[config.mk]
export PLATFORM = sky130hd
export DESIGN_NAME = telemetry_frame_builder
export DESIGN_NICKNAME = d
export VERILOG_FILES = /design/src/rtl/tfb_pkg.sv /design/src/rtl/tfb_front.sv /design/src/rtl/tfb_scale.sv /design/src/rtl/tfb_serial.sv /design/src/rtl/telemetry_frame_builder.sv
export SDC_FILE = /design/constraint.sdc
export NUM_CORES = 1
export LEC_CHECK = 0
export BUFFER_PORTS_ARGS = -buffer_cell sky130_fd_sc_hd__buf_4
export CORE_MARGIN = 10
export CORE_UTILIZATION = 55
export DETAILED_ROUTE_END_ITERATION = 7
export PLACE_DENSITY_LB_ADDON = 0.3
export SLEW_MARGIN = 20
export SYNTH_ARGS = -nofsm -noshare
export SYNTH_HDL_FRONTEND = slang
export SYNTH_HIERARCHICAL = 1
export SYNTH_SLANG_ARGS = --single-unit
[constraint.sdc]
create_clock -name clk -period 16.5 [get_ports clk]
set_clock_uncertainty 0.1 [all_clocks]
set_input_delay 4.125 -clock clk [delete_from_list [all_inputs] [get_ports clk]]
set_output_delay 4.125 -clock clk [all_outputs]
set_load 0.005 [all_outputs]
[src/rtl/tfb_pkg.sv]
package tfb_pkg;

  localparam int MAX_VALUES = 23;
  localparam int COUNT_W    = $clog2(MAX_VALUES + 1);

  localparam logic [7:0] SYNC_BYTE_0 = 8'hAA;
  localparam logic [7:0] SYNC_BYTE_1 = 8'hFF;

  localparam int SAMPLE_W = 32;
  localparam int SCALE_W  = 10;
  localparam int PROD_W   = SAMPLE_W + SCALE_W;
  localparam logic [SCALE_W-1:0] SCALE_FACTOR = SCALE_W'(1000);
  localparam int FRAC_W   = 16;

  localparam int HDR_BYTES  = 4;
  localparam int VAL_BYTES  = 4;
  localparam int BUF_BYTES  = HDR_BYTES + VAL_BYTES;
  localparam int DLEFT_W    = $clog2(BUF_BYTES + 1);
  localparam int TAIL_BYTES = 2;
  localparam int TLEFT_W    = $clog2(TAIL_BYTES + 1);

  typedef struct packed {
    logic [7:0]                 frame_id;
    logic [4:0]                 value_count;
    logic signed [SAMPLE_W-1:0] sample_value;
  } in_item_t;

  typedef struct packed {
    logic [7:0] out_byte;
    logic       run_last;
    logic       frame_end;
  } out_item_t;

  // One accepted request after the frame counter has looked at it.
  typedef struct packed {
    logic                hdr;
    logic                last;
    logic [7:0]          frame_id;
    logic [7:0]          len;
    logic                neg;
    logic [SAMPLE_W-1:0] mag;
  } front_item_t;

endpackage

[src/rtl/tfb_front.sv]
module tfb_front (
  input  logic                 clk,
  input  logic                 rst,
  input  logic                 sample_valid,
  output logic                 sample_stall,
  input  tfb_pkg::in_item_t    sample,
  output logic                 item_valid,
  output tfb_pkg::front_item_t item,
  input  logic                 take
);
  import tfb_pkg::*;

  logic [COUNT_W-1:0] values_left, values_left_next, cnt;
  logic               accept, hdr;
  front_item_t        item_next;

  assign sample_stall = item_valid && !take;
  assign accept       = sample_valid && !sample_stall;
  assign hdr          = (values_left == '0);

  always_comb begin
    if (sample.value_count == '0) begin
      cnt = COUNT_W'(1);
    end else if (int'(sample.value_count) > MAX_VALUES) begin
      cnt = COUNT_W'(MAX_VALUES);
    end else begin
      cnt = COUNT_W'(sample.value_count);
    end
    values_left_next = hdr ? (cnt - COUNT_W'(1)) : (values_left - COUNT_W'(1));

    item_next.hdr      = hdr;
    item_next.last     = (values_left_next == '0);
    item_next.frame_id = sample.frame_id;
    item_next.len      = 8'({cnt, 2'b00});
    item_next.neg      = sample.sample_value[SAMPLE_W-1];
    // The most negative input maps onto itself, which is its correct magnitude.
    item_next.mag      = item_next.neg ? (~sample.sample_value + SAMPLE_W'(1))
                                       : sample.sample_value;
  end

  always_ff @(posedge clk) begin
    if (rst) begin
      item_valid  <= 1'b0;
      values_left <= '0;
    end else begin
      if (accept) begin
        item_valid  <= 1'b1;
        values_left <= values_left_next;
      end else if (take) begin
        item_valid  <= 1'b0;
      end
    end
  end

  always_ff @(posedge clk) begin
    if (accept) begin
      item <= item_next;
    end
  end

endmodule

[src/rtl/tfb_scale.sv]
module tfb_scale (
  input  logic                         neg,
  input  logic [tfb_pkg::SAMPLE_W-1:0] mag,
  output logic [tfb_pkg::SAMPLE_W-1:0] scaled
);
  import tfb_pkg::*;

  logic [PROD_W-1:0]          prod;
  logic [PROD_W-FRAC_W-1:0]   q;
  logic [SAMPLE_W-1:0]        q_ext;

  // Scaling the magnitude truncates toward zero; the result stays well inside
  // the signed 32-bit range, so no saturation is ever needed.
  always_comb begin
    prod   = PROD_W'(mag) * PROD_W'(SCALE_FACTOR);
    q      = prod[PROD_W-1:FRAC_W];
    q_ext  = SAMPLE_W'(q);
    scaled = neg ? (~q_ext + SAMPLE_W'(1)) : q_ext;
  end

endmodule

[src/rtl/tfb_serial.sv]
module tfb_serial (
  input  logic                         clk,
  input  logic                         rst,
  input  logic                         item_valid,
  input  tfb_pkg::front_item_t         item,
  input  logic [tfb_pkg::SAMPLE_W-1:0] scaled,
  output logic                         take,
  output logic                         octet_valid,
  input  logic                         octet_stall,
  output tfb_pkg::out_item_t           octet
);
  import tfb_pkg::*;

  logic [7:0]         shreg [BUF_BYTES];
  logic [DLEFT_W-1:0] data_left;
  logic [TLEFT_W-1:0] tail_left;
  logic [7:0]         sum_check, add_check, sum_next;
  logic               busy, fire, last_byte;

  assign busy      = (data_left != '0) || (tail_left != '0);
  assign fire      = busy && !octet_stall;
  assign last_byte = ((data_left == DLEFT_W'(1)) && (tail_left == '0)) ||
                     ((data_left == '0) && (tail_left == TLEFT_W'(1)));
  assign take      = item_valid && (!busy || (fire && last_byte));
  assign sum_next  = sum_check + shreg[0];

  assign octet_valid = busy;

  always_comb begin
    if (data_left != '0) begin
      octet.out_byte = shreg[0];
    end else if (tail_left == TLEFT_W'(TAIL_BYTES)) begin
      octet.out_byte = sum_check;
    end else begin
      octet.out_byte = add_check;
    end
    octet.run_last  = last_byte;
    octet.frame_end = (data_left == '0) && (tail_left == TLEFT_W'(1));
  end

  always_ff @(posedge clk) begin
    if (rst) begin
      data_left <= '0;
      tail_left <= '0;
    end else if (take) begin
      data_left <= item.hdr ? DLEFT_W'(BUF_BYTES) : DLEFT_W'(VAL_BYTES);
      tail_left <= item.last ? TLEFT_W'(TAIL_BYTES) : '0;
    end else if (fire) begin
      if (data_left != '0) begin
        data_left <= data_left - DLEFT_W'(1);
      end else begin
        tail_left <= tail_left - TLEFT_W'(1);
      end
    end
  end

  // Only header and payload bytes fold into the checks; a new frame clears them.
  always_ff @(posedge clk) begin
    if (rst) begin
      sum_check <= '0;
      add_check <= '0;
    end else if (take && item.hdr) begin
      sum_check <= '0;
      add_check <= '0;
    end else if (fire && (data_left != '0)) begin
      sum_check <= sum_next;
      add_check <= add_check + sum_next;
    end
  end

  always_ff @(posedge clk) begin
    if (take) begin
      if (item.hdr) begin
        shreg[0] <= SYNC_BYTE_0;
        shreg[1] <= SYNC_BYTE_1;
        shreg[2] <= item.frame_id;
        shreg[3] <= item.len;
        for (int i = 0; i < VAL_BYTES; i++) begin
          shreg[HDR_BYTES + i] <= scaled[8*i +: 8];
        end
      end else begin
        for (int i = 0; i < VAL_BYTES; i++) begin
          shreg[i] <= scaled[8*i +: 8];
        end
      end
    end else if (fire && (data_left != '0)) begin
      for (int i = 0; i < BUF_BYTES - 1; i++) begin
        shreg[i] <= shreg[i + 1];
      end
    end
  end

endmodule

[src/rtl/telemetry_frame_builder.sv]
// Telemetry frame builder. Each request carries one signed Q16.16 sample; the
// first request of a frame also supplies the frame id and the value count
// (0 is taken as 1, counts above the maximum are clamped). Output is a byte
// stream: 0xAA, 0xFF, id and length on the first value, four little-endian
// bytes of the sample times 1000 (truncated toward zero) for every value, and
// the sum check and add check after the last value. One request produces 4, 8,
// 6 or 10 bytes, and the byte shift register moves out one byte per cycle
// when the receiver does not stall. An input register holds the next request
// while the current one shifts out and hands it to the shift register in the
// cycle the last byte of the current one goes out, so bytes flow without gaps
// when the next request is already waiting. The 32 by 10 bit scaling multiply
// sits between the input register and the shift register.
module telemetry_frame_builder (
  input  logic               clk,
  input  logic               rst,
  input  logic               sample_valid,
  output logic               sample_stall,
  input  tfb_pkg::in_item_t  sample,
  output logic               octet_valid,
  input  logic               octet_stall,
  output tfb_pkg::out_item_t octet
);
  import tfb_pkg::*;

  logic                item_valid, take;
  front_item_t         item;
  logic [SAMPLE_W-1:0] scaled;

  tfb_front u_front (
    .clk          (clk),
    .rst          (rst),
    .sample_valid (sample_valid),
    .sample_stall (sample_stall),
    .sample       (sample),
    .item_valid   (item_valid),
    .item         (item),
    .take         (take)
  );

  tfb_scale u_scale (
    .neg    (item.neg),
    .mag    (item.mag),
    .scaled (scaled)
  );

  tfb_serial u_serial (
    .clk         (clk),
    .rst         (rst),
    .item_valid  (item_valid),
    .item        (item),
    .scaled      (scaled),
    .take        (take),
    .octet_valid (octet_valid),
    .octet_stall (octet_stall),
    .octet       (octet)
  );

endmodule

# == Word-level counts from Yosys, hierarchy flattened ==
# Memories as Yosys holds them, arrays and structs flattened.
# Cells that the tools add are included.
# totals
register_bits,76
input_bits,49
out_inout_bits,12
mem_bits_rw,64
word_cells,107
n_memories,1
# classes
magnitude_cmp,1
bitwise,13
n_addsub,8
n_mux,37
n_eq_ne,4
mul,1
reduce_logical,29
# memory_table
name,depth,word_bits,rd,rd_ports_with_merged_regs,write_ports,line_no,text
u_serial.shreg,8,8,8,0,8,tfb_serial.sv:14,logic [7:0] shreg [BUF_BYTES];
# ops
op,count
two-way mux 8 bit,13
"multiplier 32 x 7 -> 39 bit, second input constant",1
"adder 32 x 1 -> 32 bit, second input constant",1
"adder 32 x 2 -> 32 bit, second input constant",1
two-way mux 32 bit,1
inverter 26 -> 32 bit,1
inverter 32 bit,1
two-way mux 31 bit,1
adder 8 bit,2
two-way mux 4 bit,4
zero test 5 bit,3
two-way mux 5 bit,3
two-way mux 1 bit,11
bitwise OR 1 bit,11
"subtractor 5 x 1 -> 5 bit, second input constant",2
logical AND 1 bit,9
two-way mux 2 bit,4
nonzero test 2 bit,4
"greater-than comparator 5 bit, second input constant",1
"== test 4 x 1 -> 1 bit, second input constant",1
zero test 1 bit,4
zero test 4 bit,1
AND reduction 2 bit,2
nonzero test 4 bit,1
other kinds (8),10

# == Longest topological paths before layout ==
# logic_depth
depth_word,11
depth_mapped,23
mapped_depth_nobuf,21

# == Modules after synthesis ==
# Netlist, hierarchy kept.
# modules_own_cells
mod,instances,cells_per_inst,area_each_um2,seq_area_each_um2
tfb_scale,1,708,6264.8,0.0
tfb_serial,1,431,4573.1,2362.3
tfb_front,1,216,2672.6,1561.5

# == Worst setup path after synthesis ==
# Ideal clock, no wire load.
# synth_timing
path_kind,in2out
start,input port octet_stall
end,output port sample_stall
required_ps,12275
arrival_ps,4816
path_buffers,0
path_stages,6
slack_ps,7459
cell_sequence,inv_1 > a32o_2 > nand2_4 > inv_2 > nand2b_1 > inv_1
# synth_between
elab_chain_len,7
# synth_lines
element,line_no,text
from (decl),telemetry_frame_builder.sv:20,"input logic octet_stall,"
zero test 1 bit,tfb_serial.sv:21,assign fire = busy && !octet_stall;
logical AND 1 bit,tfb_serial.sv:21,
logical AND 1 bit,tfb_serial.sv:24,assign take = item_valid && (!busy || (fire && last_byte));
logical OR 1 bit,tfb_serial.sv:24,
logical AND 1 bit,tfb_serial.sv:24,
net take,telemetry_frame_builder.sv:25,"logic item_valid, take;"
zero test 1 bit,tfb_front.sv:17,assign sample_stall = item_valid && !take;
logical AND 1 bit,tfb_front.sv:17,
to (decl),telemetry_frame_builder.sv:17,"output logic sample_stall,"
# The timed path passes the listed nets, and every way through them passes these cells.

# == Worst setup path in the final report ==
# Ends and elaborated chain as after synthesis.

==> impl_metrics.tcl <==
set metrics [dict create \
    path_clk_slew_ns 0.07 \
    num_vias 9682 \
    grt_pass1_vias 9973 \
    synth-edff-count 112 \
    synthAdderAreaFrac_pct 27.3 \
    cts_tree "done" \
    postCtsSetupBuffers 0 \
    num_rows 57 \
    worstSetupStartpointType "primary input" \
    grt-ovfl-total 0 \
    initial_utilization_pct 55.7 \
    cpMaxStageDelayCell "a32o_2" \
    crit_chain "buf_4 > inv_1 > a32o_2 > nand2_4 > inv_2 > nand2b_1 > inv_1 > buf_4" \
    cts_root_buf "clkbuf_16" \
    vias_per_cell 5.61 \
    drive_gt1_share_pct 10.9 \
    clkSinkCount 140 \
    ctsLongestPathBuffers 2 \
    drtIter0Drc 676 \
    holdPathStages 2 \
    syn_avg_cell_area_um2 9.97 \
    synth_ff_type "edfxtp_1" \
    dieHeight_um 177 \
    synth_mux_area_share_pct 2.90 \
    ys_ff_latch 140 \
    path_max_fanout 7 \
    drv_slew 0 \
    reg2reg_from "u_front/item[8]$_DFFE_PP_" \
    dr.pass1.iters 5 \
    wire_per_inst_um 16.3 \
    min_from "u_serial/add_check[7]$_SDFFE_PP0P_" \
    area_growth_pct 9.08 \
    seq_area_frac_synth_pct 29.0 \
    yosys.cell_types.count 93 \
    place_congestion 0.850 \
    antenna_found_initial 0 \
    synthSimpleGateAreaFrac_pct 12.2 \
    slew_headroom_pct 36.3 \
    cp_slowest_stage_delay_ns 0.24 \
    grt_max_degree 55 \
    async_reset_ff_share_pct 0 \
    synth-compound-area-share_pct 15.8 \
    ant_nets 0 \
    fin_nets 1661 \
    yosys_warnings 6 \
    postCtsResizedCells 0 \
    post-route-drc-count 0 \
    period_minus_slack_ns 9.39 \
    portBuffers 60 \
    required_ns 12.27 \
    setup_violations 0 \
    dieArea_um2 31200 \
    outcome "completed" \
    wl_mm 28.1 \
    antenna_cells 0 \
    grt_setup_unrepaired "no" \
    tns_ns 0 \
    dp_hpwl_mm 21.7 \
    finalHoldViolations 0 \
    netlist_area_um2 13500 \
    end_kind "output port" \
    hold_end "u_serial/add_check[7]$_SDFFE_PP0P_" \
    period_share_pct 56.9 \
    h-tree-depth 4 \
    worst_pin_slew_ns 0.955 \
    cap_violations 0 \
    reg2reg_slack_ns 9.67 \
    cts_buffers 17 \
    ios 61 \
    rr_worst_depth 20 \
    criticalPathCategory "primary input to output port" \
    n_fill_cell 2009 \
    hold_buffers 0 \
    synth_top_family_by_area "adder cells" \
    hold_path_class "flop to flop" \
    coreArea_um2 24200 \
    track_usage_pct 18.5 \
    die_x_um 177 \
    grt_pass1_wl_mm 47.9 \
    synth_cells 1355 \
    crit_arrival_ns 5.17 \
    worstSkewPairLatency_ns 0.43 \
    synth_xor_area_share_pct 5.32 \
    rr_endpoint "u_serial/shreg[1][23]$_DFFE_PP_" \
    max_clock_freq_ghz 0.106 \
]
## worst max-delay path: cells and delay by family
kind / cells / cell delay [ns]
compound gates: 1 / 0.24
simple gates: 2 / 0.24
buf+inv: 5 / 0.56
## per-stage QoR
stage / hold WS, ns / instance area, µm² / instances / worst slack [ns] / util (%)
6_report: 0.379 / 14700 / 1725 / 7.11 / 60.8
3_5_place_dp: 0.366 / 14100 / 1693 / 7.13 / 58.2
5_1_grt: 0.400 / 14700 / 1725 / 7.01 / 60.8
3_3_place_gp: 0.353 / 14100 / 1693 / 7.16 / 58.2
2_1_floorplan: 0.342 / 13500 / 1357 / 7.46 / -
4_1_cts: 0.378 / 14700 / 1725 / 7.12 / 60.8
## layer usage
| layer | part of all wire (%) | track usage [%] |
|---|---|---|
| met5 | 0 | 0 |
| met4 | 1.4 | 5.22 |
| met2 | 50 | 31.6 |
| met3 | 3.5 | 2.30 |
| met1 | 46 | 24.2 |
## registers in the layout (all words and copies together) (netlist names)
signal	flops
u_serial/add_check	8
u_serial/tail_left	2
u_front/item_valid	1
u_serial/sum_check	8
u_serial/data_left	4
u_serial/shreg	64
u_front/item	48
u_front/values_left	5
## cells in the mapped netlist, types with 7 or more instances
library cell  count  area share, %
nand2_1         166            4.6
buf_4            10           0.56
o21ai_0          46            1.7
a21oi_2          16            1.0
or3_1            15           0.69
o211ai_1         12           0.67
o22a_1           10           0.65
edfxtp_1        112             25
nor3_1           21           0.78
a21oi_1          50            1.9
mux2i_1          29            2.1
o31ai_1          19            1.1
xnor2_1          64            4.1
a21o_1           23            1.3
and2_1            8           0.37
dfxtp_1          28            4.1
nand4_1          14           0.65
buf_6             7           0.58
mux2_1            8           0.67
clkbuf_1         21           0.58
xor2_1           18            1.2
a31oi_1           7           0.32
a211oi_1          8           0.44
nor2_1           48            1.3
fa_1            118             17
buf_2            11           0.41
inv_1           186            5.2
nand3_1           9           0.33
ha_1            106            9.8
o21ai_1          27            1.0
nor4_1            7           0.32
## cell usage in the layout, fill, tap and decap left out, types with 26 or more instances in the layout
cell	count
mux2i_1	29
a21oi_1	50
edfxtp_1	112
buf_4	64
ha_1	106
inv_1	185
o21ai_1	26
o21ai_0	46
xnor2_1	64
fa_1	118
nand2_1	166
nor2_1	48
dfxtp_1	28
## worst max-delay path by stage
| stage | start | to | slack, ns |
|---|---|---|---|
| after floorplan | octet_stall | sample_stall | 7.46 |
| after global placement | octet_stall | sample_stall | 7.16 |
| after detailed placement | octet_stall | sample_stall | 7.13 |
| after CTS | octet_stall | sample_stall | 7.12 |
| after global routing | octet_stall | sample_stall | 7.01 |
| final | octet_stall | sample_stall | 7.11 |
## area by class of cell
| cell class | instances | area [µm²] | share of cell area, % |
|---|---|---|---|
| flip-flops and latches | 140 | 3920 | 26.6 |
| multi-input cells | 978 | 8610 | 58.4 |
| repair buffers | 64 | 480 | 3.26 |
| clock inverters | 15 | 194 | 1.32 |
| well taps | 324 | 405 | 2.75 |
| clock buffers | 17 | 425 | 2.89 |
| inverters | 187 | 702 | 4.76 |
## kinds of logic after synthesis
kind of cell / after synthesis
compound gates: 293
xor+xnor: 82
fa+ha+maj: 224
buf+inv: 239
flops: 140
mux: 38
other cells: 1
simple gates: 338
Power is left out: the tool's default activity adds up to more than one toggle a clock period on the data nets, which glitch-free logic cannot reach.
